**src/rtl/empa_pkg.sv**
```systemverilog
// Shared widths, divider op codes and the control/status bundles
// exchanged between the sequencer and the datapath of the angle unit.
// No dependencies.
package empa_pkg;

	localparam int CNT_W  = 16;   // quadrature counter width
	localparam int ANG_W  = 16;   // angle turn-fraction width
	localparam int RES_W  = 15;   // counts per turn
	localparam int PP_W   = 7;    // pole pairs
	localparam int OFS_W  = 16;   // angle offset
	localparam int STEP_W = 4;    // divider step counter, CNT_W steps

	localparam logic [CNT_W-1:0] MID_SCALE = 16'h7FFF;

	// divider operations
	localparam logic [1:0] OP_POS  = 2'd0;  // |count - mid| mod R
	localparam logic [1:0] OP_ELEC = 2'd1;  // R / P
	localparam logic [1:0] OP_MOD  = 2'd2;  // pos mod E
	localparam logic [1:0] OP_FRAC = 2'd3;  // (m << 16) / E

	typedef struct packed {
		logic       init_res;
		logic       init_reload;
		logic       init_valid;
		logic       div_load;
		logic [1:0] div_op;
		logic       div_step;
		logic       pos_done;
		logic       elec_done;
		logic       ang_frac;
		logic       ang_offs;
		logic       publish;
	} empa_cmd_t;

	typedef struct packed {
		logic res_zero;
		logic pp_zero;
		logic quot_zero;
		logic out_free;
	} empa_stat_t;

endpackage

```
**src/rtl/empa_ctrl.sv**
```systemverilog
// Sequencer of the angle unit: marker state, item intake and the order
// of divider runs. Depends on empa_pkg.
module empa_ctrl (
	input  logic                clk,
	input  logic                arst_n,
	input  logic                in_valid,
	output logic                in_ready,
	input  logic                in_sample,
	input  logic                in_busy,
	input  empa_pkg::empa_stat_t stat,
	output empa_pkg::empa_cmd_t  cmd
);
	import empa_pkg::*;

	localparam logic [1:0] ST_IDLE = 2'd0;
	localparam logic [1:0] ST_RUN  = 2'd1;
	localparam logic [1:0] ST_END  = 2'd2;
	localparam logic [1:0] ST_DONE = 2'd3;

	logic [1:0]        state_q, state_d;
	logic [1:0]        op_q, op_d;
	logic [STEP_W-1:0] cnt_q, cnt_d;
	logic              marked_q, marked_d;
	logic              accept;

	assign in_ready = (state_q == ST_IDLE);
	assign accept   = in_valid && in_ready;

	always_comb begin
		cmd      = '0;
		state_d  = state_q;
		op_d     = op_q;
		cnt_d    = cnt_q;
		marked_d = marked_q;
		unique case (state_q)
			ST_IDLE: begin
				if (accept) begin
					cmd.init_res = 1'b1;
					state_d      = ST_DONE;
					if (!in_sample) begin
						cmd.init_reload = marked_q || in_busy;
						if (in_busy)
							marked_d = 1'b1;
					end else if (marked_q) begin
						cmd.init_valid = 1'b1;
						if (stat.res_zero) begin
							cmd.ang_offs = 1'b1;
						end else begin
							cmd.div_load = 1'b1;
							cmd.div_op   = OP_POS;
							op_d         = OP_POS;
							cnt_d        = '0;
							state_d      = ST_RUN;
						end
					end
				end
			end
			ST_RUN: begin
				cmd.div_step = 1'b1;
				cnt_d        = cnt_q + 1'b1;
				if (cnt_q == {STEP_W{1'b1}})
					state_d = ST_END;
			end
			ST_END: begin
				cnt_d = '0;
				unique case (op_q)
					OP_POS: begin
						cmd.pos_done = 1'b1;
						if (stat.pp_zero) begin
							cmd.ang_offs = 1'b1;
							state_d      = ST_DONE;
						end else begin
							cmd.div_load = 1'b1;
							cmd.div_op   = OP_ELEC;
							op_d         = OP_ELEC;
							state_d      = ST_RUN;
						end
					end
					OP_ELEC: begin
						cmd.elec_done = 1'b1;
						if (stat.quot_zero) begin
							cmd.ang_offs = 1'b1;
							state_d      = ST_DONE;
						end else begin
							cmd.div_load = 1'b1;
							cmd.div_op   = OP_MOD;
							op_d         = OP_MOD;
							state_d      = ST_RUN;
						end
					end
					OP_MOD: begin
						cmd.div_load = 1'b1;
						cmd.div_op   = OP_FRAC;
						op_d         = OP_FRAC;
						state_d      = ST_RUN;
					end
					OP_FRAC: begin
						cmd.ang_frac = 1'b1;
						state_d      = ST_DONE;
					end
					default: state_d = ST_DONE;
				endcase
			end
			ST_DONE: begin
				if (stat.out_free) begin
					cmd.publish = 1'b1;
					state_d     = ST_IDLE;
				end
			end
			default: state_d = ST_IDLE;
		endcase
	end

	always_ff @(posedge clk or negedge arst_n) begin
		if (!arst_n) begin
			state_q  <= ST_IDLE;
			op_q     <= OP_POS;
			cnt_q    <= '0;
			marked_q <= 1'b0;
		end else begin
			state_q  <= state_d;
			op_q     <= op_d;
			cnt_q    <= cnt_d;
			marked_q <= marked_d;
		end
	end

endmodule

```
**src/rtl/empa_dp.sv**
```systemverilog
// Datapath of the angle unit: config registers, shared restoring divider,
// result and output registers. Depends on empa_pkg.
module empa_dp (
	input  logic                          clk,
	input  logic                          arst_n,
	input  logic                          cfg_we,
	input  logic [1:0]                    cfg_index,
	input  logic [empa_pkg::OFS_W-1:0]    cfg_data,
	input  logic [empa_pkg::CNT_W-1:0]    count_value,
	input  empa_pkg::empa_cmd_t           cmd,
	output empa_pkg::empa_stat_t          stat,
	output logic                          out_valid,
	input  logic                          out_ready,
	output logic [39:0]                   out_data
);
	import empa_pkg::*;

	localparam logic [1:0] REG_RES = 2'd0;
	localparam logic [1:0] REG_REV = 2'd1;
	localparam logic [1:0] REG_PP  = 2'd2;
	localparam logic [1:0] REG_OFS = 2'd3;

	logic [RES_W-1:0] res_q;
	logic             rev_q;
	logic [PP_W-1:0]  pp_q;
	logic [OFS_W-1:0] ofs_q;

	logic             neg_q;
	logic [RES_W-1:0] rem_q;
	logic [CNT_W-1:0] dvd_q;
	logic [RES_W-1:0] dvs_q;
	logic [RES_W-1:0] elec_q;

	logic             reload_q, valid_q;
	logic [RES_W-1:0] pos_q;
	logic [ANG_W-1:0] angle_q;
	logic             oval_q;
	logic [39:0]      odata_q;

	logic [CNT_W:0]   diff, mag;
	logic [RES_W:0]   rem_sh, rem_sub;
	logic             ge;
	logic [RES_W-1:0] euc, pos_new;

	// signed distance from mid-scale and its magnitude
	assign diff = {1'b0, count_value} - {1'b0, MID_SCALE};
	assign mag  = diff[CNT_W] ? (~diff + 1'b1) : diff;

	// one restoring step
	assign rem_sh  = {rem_q, dvd_q[CNT_W-1]};
	assign ge      = (rem_sh >= {1'b0, dvs_q});
	assign rem_sub = rem_sh - {1'b0, dvs_q};

	// Euclidean fix-up, then optional mirror
	assign euc     = (neg_q && (rem_q != '0)) ? (res_q - rem_q) : rem_q;
	assign pos_new = rev_q ? (res_q - euc) : euc;

	assign stat.res_zero  = (res_q == '0);
	assign stat.pp_zero   = (pp_q == '0);
	assign stat.quot_zero = (dvd_q == '0);
	assign stat.out_free  = !oval_q || out_ready;

	assign out_valid = oval_q;
	assign out_data  = odata_q;

	always_ff @(posedge clk or negedge arst_n) begin
		if (!arst_n) begin
			res_q <= RES_W'(4096);
			rev_q <= 1'b0;
			pp_q  <= PP_W'(4);
			ofs_q <= '0;
		end else if (cfg_we) begin
			unique case (cfg_index)
				REG_RES: res_q <= cfg_data[RES_W-1:0];
				REG_REV: rev_q <= cfg_data[0];
				REG_PP:  pp_q  <= cfg_data[PP_W-1:0];
				REG_OFS: ofs_q <= cfg_data;
				default: ;
			endcase
		end
	end

	always_ff @(posedge clk) begin
		if (cmd.div_load) begin
			unique case (cmd.div_op)
				OP_POS: begin
					rem_q <= '0;
					dvd_q <= mag[CNT_W-1:0];
					dvs_q <= res_q;
					neg_q <= diff[CNT_W];
				end
				OP_ELEC: begin
					rem_q <= '0;
					dvd_q <= {1'b0, res_q};
					dvs_q <= {{(RES_W-PP_W){1'b0}}, pp_q};
				end
				OP_MOD: begin
					rem_q <= '0;
					dvd_q <= {1'b0, pos_q};
					dvs_q <= dvd_q[RES_W-1:0];
				end
				OP_FRAC: begin
					dvd_q <= '0;
					dvs_q <= elec_q;
				end
				default: ;
			endcase
		end else if (cmd.div_step) begin
			rem_q <= ge ? rem_sub[RES_W-1:0] : rem_sh[RES_W-1:0];
			dvd_q <= {dvd_q[CNT_W-2:0], ge};
		end
		if (cmd.elec_done)
			elec_q <= dvd_q[RES_W-1:0];
	end

	always_ff @(posedge clk) begin
		if (cmd.init_res) begin
			reload_q <= cmd.init_reload;
			valid_q  <= cmd.init_valid;
			pos_q    <= '0;
		end
		if (cmd.pos_done)
			pos_q <= pos_new;
		// zero resolution sets the offset in the accept cycle itself
		if (cmd.ang_offs)
			angle_q <= ofs_q;
		else if (cmd.ang_frac)
			angle_q <= dvd_q + ofs_q;
		else if (cmd.init_res)
			angle_q <= '0;
		if (cmd.publish)
			odata_q <= {7'b0, angle_q, pos_q, valid_q, reload_q};
	end

	always_ff @(posedge clk or negedge arst_n) begin
		if (!arst_n)
			oval_q <= 1'b0;
		else if (cmd.publish)
			oval_q <= 1'b1;
		else if (out_ready)
			oval_q <= 1'b0;
	end

endmodule

```
**src/rtl/encoder_marker_position_angle_unit.sv**
```systemverilog
// Incremental encoder marker/position/electrical-angle unit, top level.
// Depends on empa_pkg, empa_ctrl and empa_dp.
//
// Input stream (s_*): one item per event. s_tuser = cmd (0 marker, 1 counter
// sample). Marker items answer with reload_request when the block is marked or
// capture_busy is set; the first marker seen with capture_busy set marks the block.
// Samples taken while marked give the shaft position and electrical angle.
// Output stream (m_*): exactly one result item for every input item, in order.
// Config port: cfg_we/cfg_index/cfg_data, index 0 counts_per_turn,
// 1 reverse_direction, 2 pole_pair_count, 3 angle_offset; write only when idle.
// Flow: a marker item, an unmarked sample or a sample with zero resolution
// goes from accept straight to the publish state; the next item is taken
// after its result enters the output register. Other marked samples run up
// to four 16-step passes of one shared restoring divider (position mod,
// turn/pole split, electrical mod, fraction) before the publish state;
// fewer passes when the pole pair count or the electrical period is zero.
// The output register decouples the sides: the next item is taken while a
// finished result still waits for m_tready; a result waiting on a stalled
// receiver holds the sequencer only when the next result is ready too.
// Reset: unmarked, config registers back to 4096 / 0 / 4 / 0, no output item.
module encoder_marker_position_angle_unit (
	input  logic        clk,
	input  logic        arst_n,
	input  logic        s_tvalid,
	output logic        s_tready,
	input  logic [23:0] s_tdata,   // [0] capture_busy, [16:1] count_value, rest zero
	input  logic        s_tuser,   // [0] cmd
	output logic        m_tvalid,
	input  logic        m_tready,
	output logic [39:0] m_tdata,   // [0] reload_request, [1] position_valid,
	                               // [16:2] shaft_position, [32:17] electric_angle
	input  logic        cfg_we,
	input  logic [1:0]  cfg_index,
	input  logic [15:0] cfg_data
);
	import empa_pkg::*;

	empa_cmd_t  cmd;
	empa_stat_t stat;

	// sequencer: marker state, intake, divider pass order
	empa_ctrl u_ctrl (
		.clk       (clk),
		.arst_n    (arst_n),
		.in_valid  (s_tvalid),
		.in_ready  (s_tready),
		.in_sample (s_tuser),
		.in_busy   (s_tdata[0]),
		.stat      (stat),
		.cmd       (cmd)
	);

	// arithmetic, config and output register
	empa_dp u_dp (
		.clk         (clk),
		.arst_n      (arst_n),
		.cfg_we      (cfg_we),
		.cfg_index   (cfg_index),
		.cfg_data    (cfg_data),
		.count_value (s_tdata[CNT_W:1]),
		.cmd         (cmd),
		.stat        (stat),
		.out_valid   (m_tvalid),
		.out_ready   (m_tready),
		.out_data    (m_tdata)
	);

	// one item in work at a time
	a_one_item: assert property (@(posedge clk) disable iff (!arst_n)
		(s_tvalid && s_tready) |=> !s_tready)
		else $error("item accepted while another is in work");

	// a marker reload and a converted position never share a result
	a_excl: assert property (@(posedge clk) disable iff (!arst_n)
		m_tvalid |-> !(m_tdata[0] && m_tdata[1]))
		else $error("reload and position both flagged");

	// unconverted results carry zero position and angle
	a_zero: assert property (@(posedge clk) disable iff (!arst_n)
		(m_tvalid && !m_tdata[1]) |-> (m_tdata[32:2] == '0))
		else $error("non-zero payload on invalid position");

	// publish only into a free output register
	a_pub: assert property (@(posedge clk) disable iff (!arst_n)
		cmd.publish |-> stat.out_free)
		else $error("result overwrote a waiting item");

endmodule
```
**config.mk**
```make
export PLATFORM = sky130hd
export DESIGN_NAME = encoder_marker_position_angle_unit
export DESIGN_NICKNAME = d
export VERILOG_FILES = /design/src/rtl/empa_pkg.sv /design/src/rtl/empa_ctrl.sv /design/src/rtl/empa_dp.sv /design/src/rtl/encoder_marker_position_angle_unit.sv
export SDC_FILE = /design/constraint.sdc
export NUM_CORES = 1
export LEC_CHECK = 0
export BUFFER_PORTS_ARGS = -buffer_cell sky130_fd_sc_hd__buf_4
export CORE_MARGIN = 2
export CORE_UTILIZATION = 55
export CTS_BUF_LIST = sky130_fd_sc_hd__clkbuf_8
export DETAILED_ROUTE_END_ITERATION = 7
export HOLD_SLACK_MARGIN = 0.03
export MAX_ROUTING_LAYER = met4
export PLACE_DENSITY = 0.74
export SLEW_MARGIN = 25
export SYNTH_ARGS = -nofsm -noshare
export SYNTH_HDL_FRONTEND = slang
export SYNTH_SLANG_ARGS = --single-unit
```
**constraint.sdc**
```tcl
create_clock -name clk -period 4.8 [get_ports clk]
set_input_delay 0.96 -clock clk [delete_from_list [all_inputs] [get_ports clk]]
set_output_delay 0.96 -clock clk [all_outputs]
set_load 0.05 [all_outputs]
```
=== Yosys cells after proc, flatten, opt, wreduce, memory -nomap -nowiden ===
Cells that the tools add are included.

* Bits in registers: 177
* Latch bits: 0
* Bits in writable memories: 0
* ROM bits: 0
* Bits of input ports: 48
* Logic and storage cells: 152
* Memories kept: 0

* Add/subtract/negate cells: 7
* Multipliers: 0
* Div/mod/pow operators: 0
* Order comparisons: 1
* Equal/unequal tests: 23
* Shift operators: 0
* Muxes and demuxes: 66
* Bitwise logic cells: 4
* Reductions and logical operators: 32

{| class="wikitable"
|+ Operator list
! operator !! number
|-
| 15-bit two-way mux || 8
|-
| 16-bit two-way mux || 6
|-
| 16-bit case mux with 4 select lines || 1
|-
| 15-bit case mux with 4 select lines || 1
|-
| 15-bit subtractor || 3
|-
| 2-bit two-way mux || 14
|-
| 4-bit two-way mux || 6
|-
| 16-bit by 15-bit subtractor with 17-bit output (second input constant) || 1
|-
| 16-bit by 1-bit adder with 16-bit output (second input constant) || 1
|-
| 16-bit adder || 1
|-
| 2-bit == test (second input constant) || 8
|-
| 16-bit by 15-bit greater-or-equal comparator with 1-bit output || 1
|-
| 16-bit zero test || 1
|-
| 16-bit NOT || 1
|-
| 2-bit case mux with 4 select lines || 2
|-
| 15-bit zero test || 1
|-
| 1-bit two-way mux || 15
|-
| 3-bit two-way mux || 5
|-
| 15-bit nonzero test || 1
|-
| 2-bit inequality test (second input constant) || 6
|-
| 4-bit case mux with 3 select lines || 1
|-
| 2-bit AND reduction || 6
|-
| 3-bit case mux with 3 select lines || 1
|-
| 2-bit by 1-bit == test with 1-bit output (second input constant) || 4
|-
| other kinds (23) || 38
|}

=== Logic depth before layout (Yosys ltp) ===
* Depth after elaboration: 10
* Mapped depth: 20
* Mapped depth without buffers: 20

=== Modules after synthesis ===
From an unflattened synthesis, not the netlist that was laid out.

* Cells, all modules: 1032
* Area total of the unflattened synthesis: 11035.6 um^2

{| class="wikitable"
|+ By module, submodules not included
! module !! times used !! cells an instance !! area each (um^2) !! sequential area each (um^2)
|-
| empa_dp || 1 || 947 || 10268.6 || 4847.1
|-
| empa_ctrl || 1 || 85 || 767.0 || 225.2
|}

=== Least setup slack after synthesis ===
Ideal clock, no wire load.

* Path type: reg-to-reg
* Start point: register u_dp.rem_q[1]
* End point: register u_dp.pos_q[13], data pin
* Library setup time: 0.266 ns
* Arrival time: 4.020 ns
* Path slack: 0.514 ns
* Cell stages (with the launch flop): 20
* Buffers on the path: 2
* Period minus slack after synthesis: 4.286 ns
* Cell sequence: edfxtp_1 -> nor4_1 -> a41oi_1 -> buf_2 -> buf_1 -> o21ai_0 -> ha_1 -> nor2b_1 -> o21ai_0 -> a21boi_0 -> o21ai_0 -> a31oi_1 -> o211ai_1 -> a22oi_1 -> o31ai_1 -> o311a_1 -> o21ai_0 -> xor2_1 -> a21oi_1 -> nor2_1

* Longest elaborated chain between the ends: 6
* Elaborated cells between the ends (all ways): 7
* Those cells by class: add/sub: 2; mux: 3; reduce/logical: 2

{| class="wikitable"
|+ RTL lines
! what !! RTL line !! RTL
|-
| start, declared || empa_dp.sv:29 || <nowiki>logic [RES_W-1:0] rem_q;</nowiki>
|-
| start signal, assigned || empa_dp.sv:109 || <nowiki>rem_q <= ge ? rem_sub[RES_W-1:0] : rem_sh[RES_W-1:0];</nowiki>
|-
| parallel branches: the longest is 2 deep, another holds 15-bit subtractor || -- ||
|-
| 15-bit two-way mux (*) || empa_dp.sv:55 || <nowiki>assign euc = (neg_q && (rem_q != '0)) ? (res_q - rem_q) : rem_q;</nowiki>
|-
| 15-bit subtractor || empa_dp.sv:56 || <nowiki>assign pos_new = rev_q ? (res_q - euc) : euc;</nowiki>
|-
| 15-bit two-way mux (*) || empa_dp.sv:56 ||
|-
| 15-bit two-way mux (*) || empa_dp.sv:122 || <nowiki>if (cmd.pos_done)</nowiki>
|-
| end signal, assigned || empa_dp.sv:123 || <nowiki>pos_q <= pos_new;</nowiki>
|-
| end, declared || empa_dp.sv:35 || <nowiki>logic [RES_W-1:0] pos_q;</nowiki>
|}

Mark *: on every way between the ends.
A chain may end at the register's enable or synchronous reset.

=== Final worst setup path ===
* Start point: register u_dp.rem_q[1]
* End point: register u_dp.pos_q[14], data pin

Same word-level chain as after synthesis.

==> reports/metrics.csv <==
stage;metric;value;unit
die;core.rowCount;51;
clock_tree;cts_made_buffers;17;
place;dp_hpwl;20.8;mm
status;status;finished with violations;
sta;hold_violations;0;
critical_path;critical_path_buf_inv_count;1;
routing;ant_nets;0;
routing;dr_total_vias;8736;
clock_tree;cts_sinks;177;
clock_tree;clock_latency;0.48;ns
layout;n_antenna_cell;0;
sta;fin_crit;4.51;ns
yosys;synthCells;1094;
yosys;ys_seq_elements;177;
routing;via_per_inst;6.03;
clock_tree;h-tree-depth;4;
min_path;hp-class;register to register;
sta;worst_pin_slew;1.07;ns
yosys;yosys_warnings;0;
die;start_util;0.563;
yosys;synth_edf_count;128;
critical_path;cpLargestDelayFamily;compound AO/OA/AOI/OAI gates;
min_path;min_path_cells;0;
yosys;synth_top_area_cell;edfxtp_1;
routing;drt_iter0_drc;1101;
critical_path;path_cells;buf_4, fa_1, nor2b_2, o21a_1, nor2_1, xnor2_1, a21oi_2, ha_1, o21ai_0, o21ai_0, maj3_2, o21ai_4, o31ai_1, o31ai_4, a21oi_2, a311oi_2, xor2_1, and3_1, nor3_2;
sta;finalCritPeriodShare;0.941;
global_route;first_global_vias;8295;
die;pin_count;90;
layout;stdcell_count;1448;
critical_path;cp.required;5.01;ns
critical_path;max_stage_delay;0.51;ns
routing;wl_per_cell;19.6;um
clock_tree;holdBufCountCts;0;
power_and_ir_drop;ir_drop;270;uV
critical_path;crit_slowest_cell;edfxtp_1;
critical_path;rr_worst_depth;19;
layout;finalInstanceArea;12400;um2
critical_path;critical_path_class;register to register;
yosys;synth.area.top_cells;edfxtp_1 (35%), dfrtp_1 (11%), ha_1 (6.5%), nor2_1 (4.4%), mux2_2 (4.0%);
global_route;busiest_layer;met2;
yosys;seq_area_frac_synth;0.461;
yosys;synthArstFlopShare;0.277;
place;gp_congestion;0.927;
clock_tree;cts_root_buf;clkbuf_8;
yosys;ys_types;79;
sta;slew_headroom;0.288;
sta;fin_tns_setup;0;ns
clock_tree;max-clock-path-buffers;2;
global_route;met3_usage;0.0442;
layout;n_fill_cell;1644;
global_route;grt_use_met2;0.426;
die;fp.dieW;145;um
place;dp_slack;0.0749;ns
yosys;synth_top_area_frac;0.349;
sta;fin_ws;0.285;ns
critical_path;crit_path_end_kind;register;
sta;finClkSkew;0.0245;ns
layout;drive_gt1_frac;0.178;
yosys;synth-main-ff-cell;edfxtp_1;
clock_tree;clk_pin_slew;0.10;ns
place;io_buffer_count;75;
status;violations;DRC;
global_route;gr-total-overflow;0;
global_route;grt_pass1_wl;44.8;mm
place;dp_cells;1414;
critical_path;path_max_fanout;6;
power_and_ir_drop;pwr_density_cell;646;nW/um2
sta;setup_viol;0;
critical_path;rr_startpoint;u_dp.rem_q[1];
sta;maxSlewViolCount;0;
power_and_ir_drop;power;8020;uW
min_path;holdCritStartpoint;u_dp.angle_q[3];
critical_path;start_kind;register;
sta;clock.fmax;0.222;GHz
routing;wl;28.4;mm
yosys;synthesis.area_per_instance;10.1;um2
global_route;antenna_found_initial;0;
global_route;grt_usage;0.277;
routing;drc_errors;12;
die;die_y;145;um
routing;dr.pass1.iters;8;
min_path;hold-path-endpoint;u_dp.out_data[20];
global_route;grt_use_met1;0.379;
die;dieArea;21100;um2
place;placed_area;11900;um2
critical_path;worstPathArrival;4.72;ns
flow_run;maxCapViolations;0;
clock_tree;cts_tree;done;
critical_path;regToRegEndpoint;u_dp.pos_q[14];
yosys;post_synth_instance_area;11000;um2
layout;num-nets-final;1279;
critical_path;r2r_slack;0.29;ns
power_and_ir_drop;p_leak;0.00500;uW
layout;syn_to_final_growth;12.8;%
global_route;grt_max_degree;61;
die;core_area;19500;um2
==> cell type report <==
cell class	count	area [um2]	share of cell area
Timing Repair Buffer	98	756	0.0609
Inverter	77	289	0.0233
Sequential cell	177	5070	0.409
Clock inverter	14	161	0.0130
Clock buffer	18	248	0.0200
Multi-Input combinational cell	799	5550	0.447
Tap cell	265	332	0.0267
==> worst register-to-register path, stage by stage (launching register included) <==
cell,delay [ns]
edfxtp_1,0.51
buf_4,0.19
fa_1,0.47
nor2b_2,0.21
o21a_1,0.14
nor2_1,0.05
xnor2_1,0.13
a21oi_2,0.20
ha_1,0.28
o21ai_0,0.12
o21ai_0,0.13
maj3_2,0.36
o21ai_4,0.20
o31ai_1,0.13
o31ai_4,0.28
a21oi_2,0.10
a311oi_2,0.32
xor2_1,0.21
and3_1,0.19
nor3_2,0.04
==> per-layer routing <==
metal	routed length, um	up-vias
li1	-	4120
met1	12100	4168
met2	13000	380
met3	2230	68
met4	1040	0
met5	0	-
==> sequential cells by signal, summed over array words and instances, names as in the netlist, 4 cells and up <==
signal and cells:
u_ctrl.cnt_q 4, u_dp.angle_q 16, u_dp.dvd_q 16, u_dp.dvs_q 15, u_dp.elec_q 15, u_dp.ofs_q 16
u_dp.out_data 33, u_dp.pos_q 15, u_dp.pp_q 7, u_dp.rem_q 15, u_dp.res_q 15
==> cell usage after synthesis (all sizes together), types with 12 or more instances <==
cell,count
o21ai,64
o31ai,12
xnor2,49
nand3,21
ha,57
buf,14
mux2i,19
mux2,39
xor2,19
edfxtp,128
dfrtp,47
inv,77
nor2b,12
clkbuf,33
nand2,97
nor2,130
a21oi,63
a222oi,21
nor3,22
a31oi,12
nor4,12
==> timing repair <==
action	4_1_cts	5_1_grt
buffers inserted	0	1
resized for setup	0	12
hold endpoints to repair	0	0
endpoints found under the setup margin	0	5
==> kinds of logic (layout without fill, tap and decap cells) <==
| family | Yosys count | after routing | synth area share |
|---|---|---|---|
| DFF | 177 | 177 | 0.461 |
| xor gates and xnor gates | 68 | 68 | 0.0542 |
| AOI/OAI and AO/OA | 259 | 259 | 0.166 |
| muxes | 58 | 58 | 0.0572 |
| adders and majority gates | 62 | 62 | 0.0732 |
| buffers and inverters | 124 | 207 | 0.0460 |
| other | 1 | 7 | 0.000341 |
| and+or+nand+nor | 345 | 345 | 0.142 |
==> power breakdown <==
group / internal, uW / leakage, uW / switching [uW]
combinational: 1750 / 0.00300 / 2520
clock: 451 / 0.000206 / 618
sequential: 2210 / 0.00179 / 474
total: 4410 / 0.00500 / 3610
==> metrics by stage <==
step,hold WS (ns),util
after floorplan,0.400,-
after global placement,0.402,0.609
after detailed placement,0.405,0.609
after CTS,0.424,0.630
after global routing,0.437,0.635
final,0.426,0.635
==> worst max path at each step <==
stage	start	to	slack, ns	depth (start not counted)
detailed placement	u_dp.rem_q[0]	u_dp.pos_q[13]	0.07	18
global placement	u_dp.rem_q[0]	u_dp.pos_q[13]	0.20	18
CTS	u_dp.rem_q[0]	u_dp.pos_q[13]	0.05	18
global route	u_dp.rem_q[1]	u_dp.pos_q[14]	-0.02	18
floorplan	u_dp.rem_q[1]	u_dp.pos_q[13]	0.51	19
finish	u_dp.rem_q[1]	u_dp.pos_q[14]	0.29	19
==> cell usage in the layout (no fill, tap or decap), types with 4 or more instances in the layout <==
cell / instances
a222oi_1: 21
nor2_1: 128
or2_2: 5
a21o_1: 9
inv_1: 76
a32oi_1: 4
and2_1: 8
xor2_1: 19
o211ai_1: 5
nor4_1: 9
o21a_1: 4
nand2_1: 96
edfxtp_1: 128
conb_1: 7
a21oi_1: 59
nand3b_1: 4
a21oi_2: 4
buf_4: 97
xnor2_1: 49
nand4_1: 7
a21boi_0: 8
or3_1: 6
o21ai_0: 60
mux2_2: 39
o21bai_1: 8
inv_8: 5
nand3_1: 21
and3_1: 6
a22o_1: 10
nor3_1: 19
nand2b_1: 10
o31ai_1: 9
fa_1: 4
nor2b_1: 10
dfrtp_1: 47
mux2i_1: 19
ha_1: 56
a31oi_1: 11
clkbuf_8: 18
Note: power is estimated with default switching activity, not from simulation.
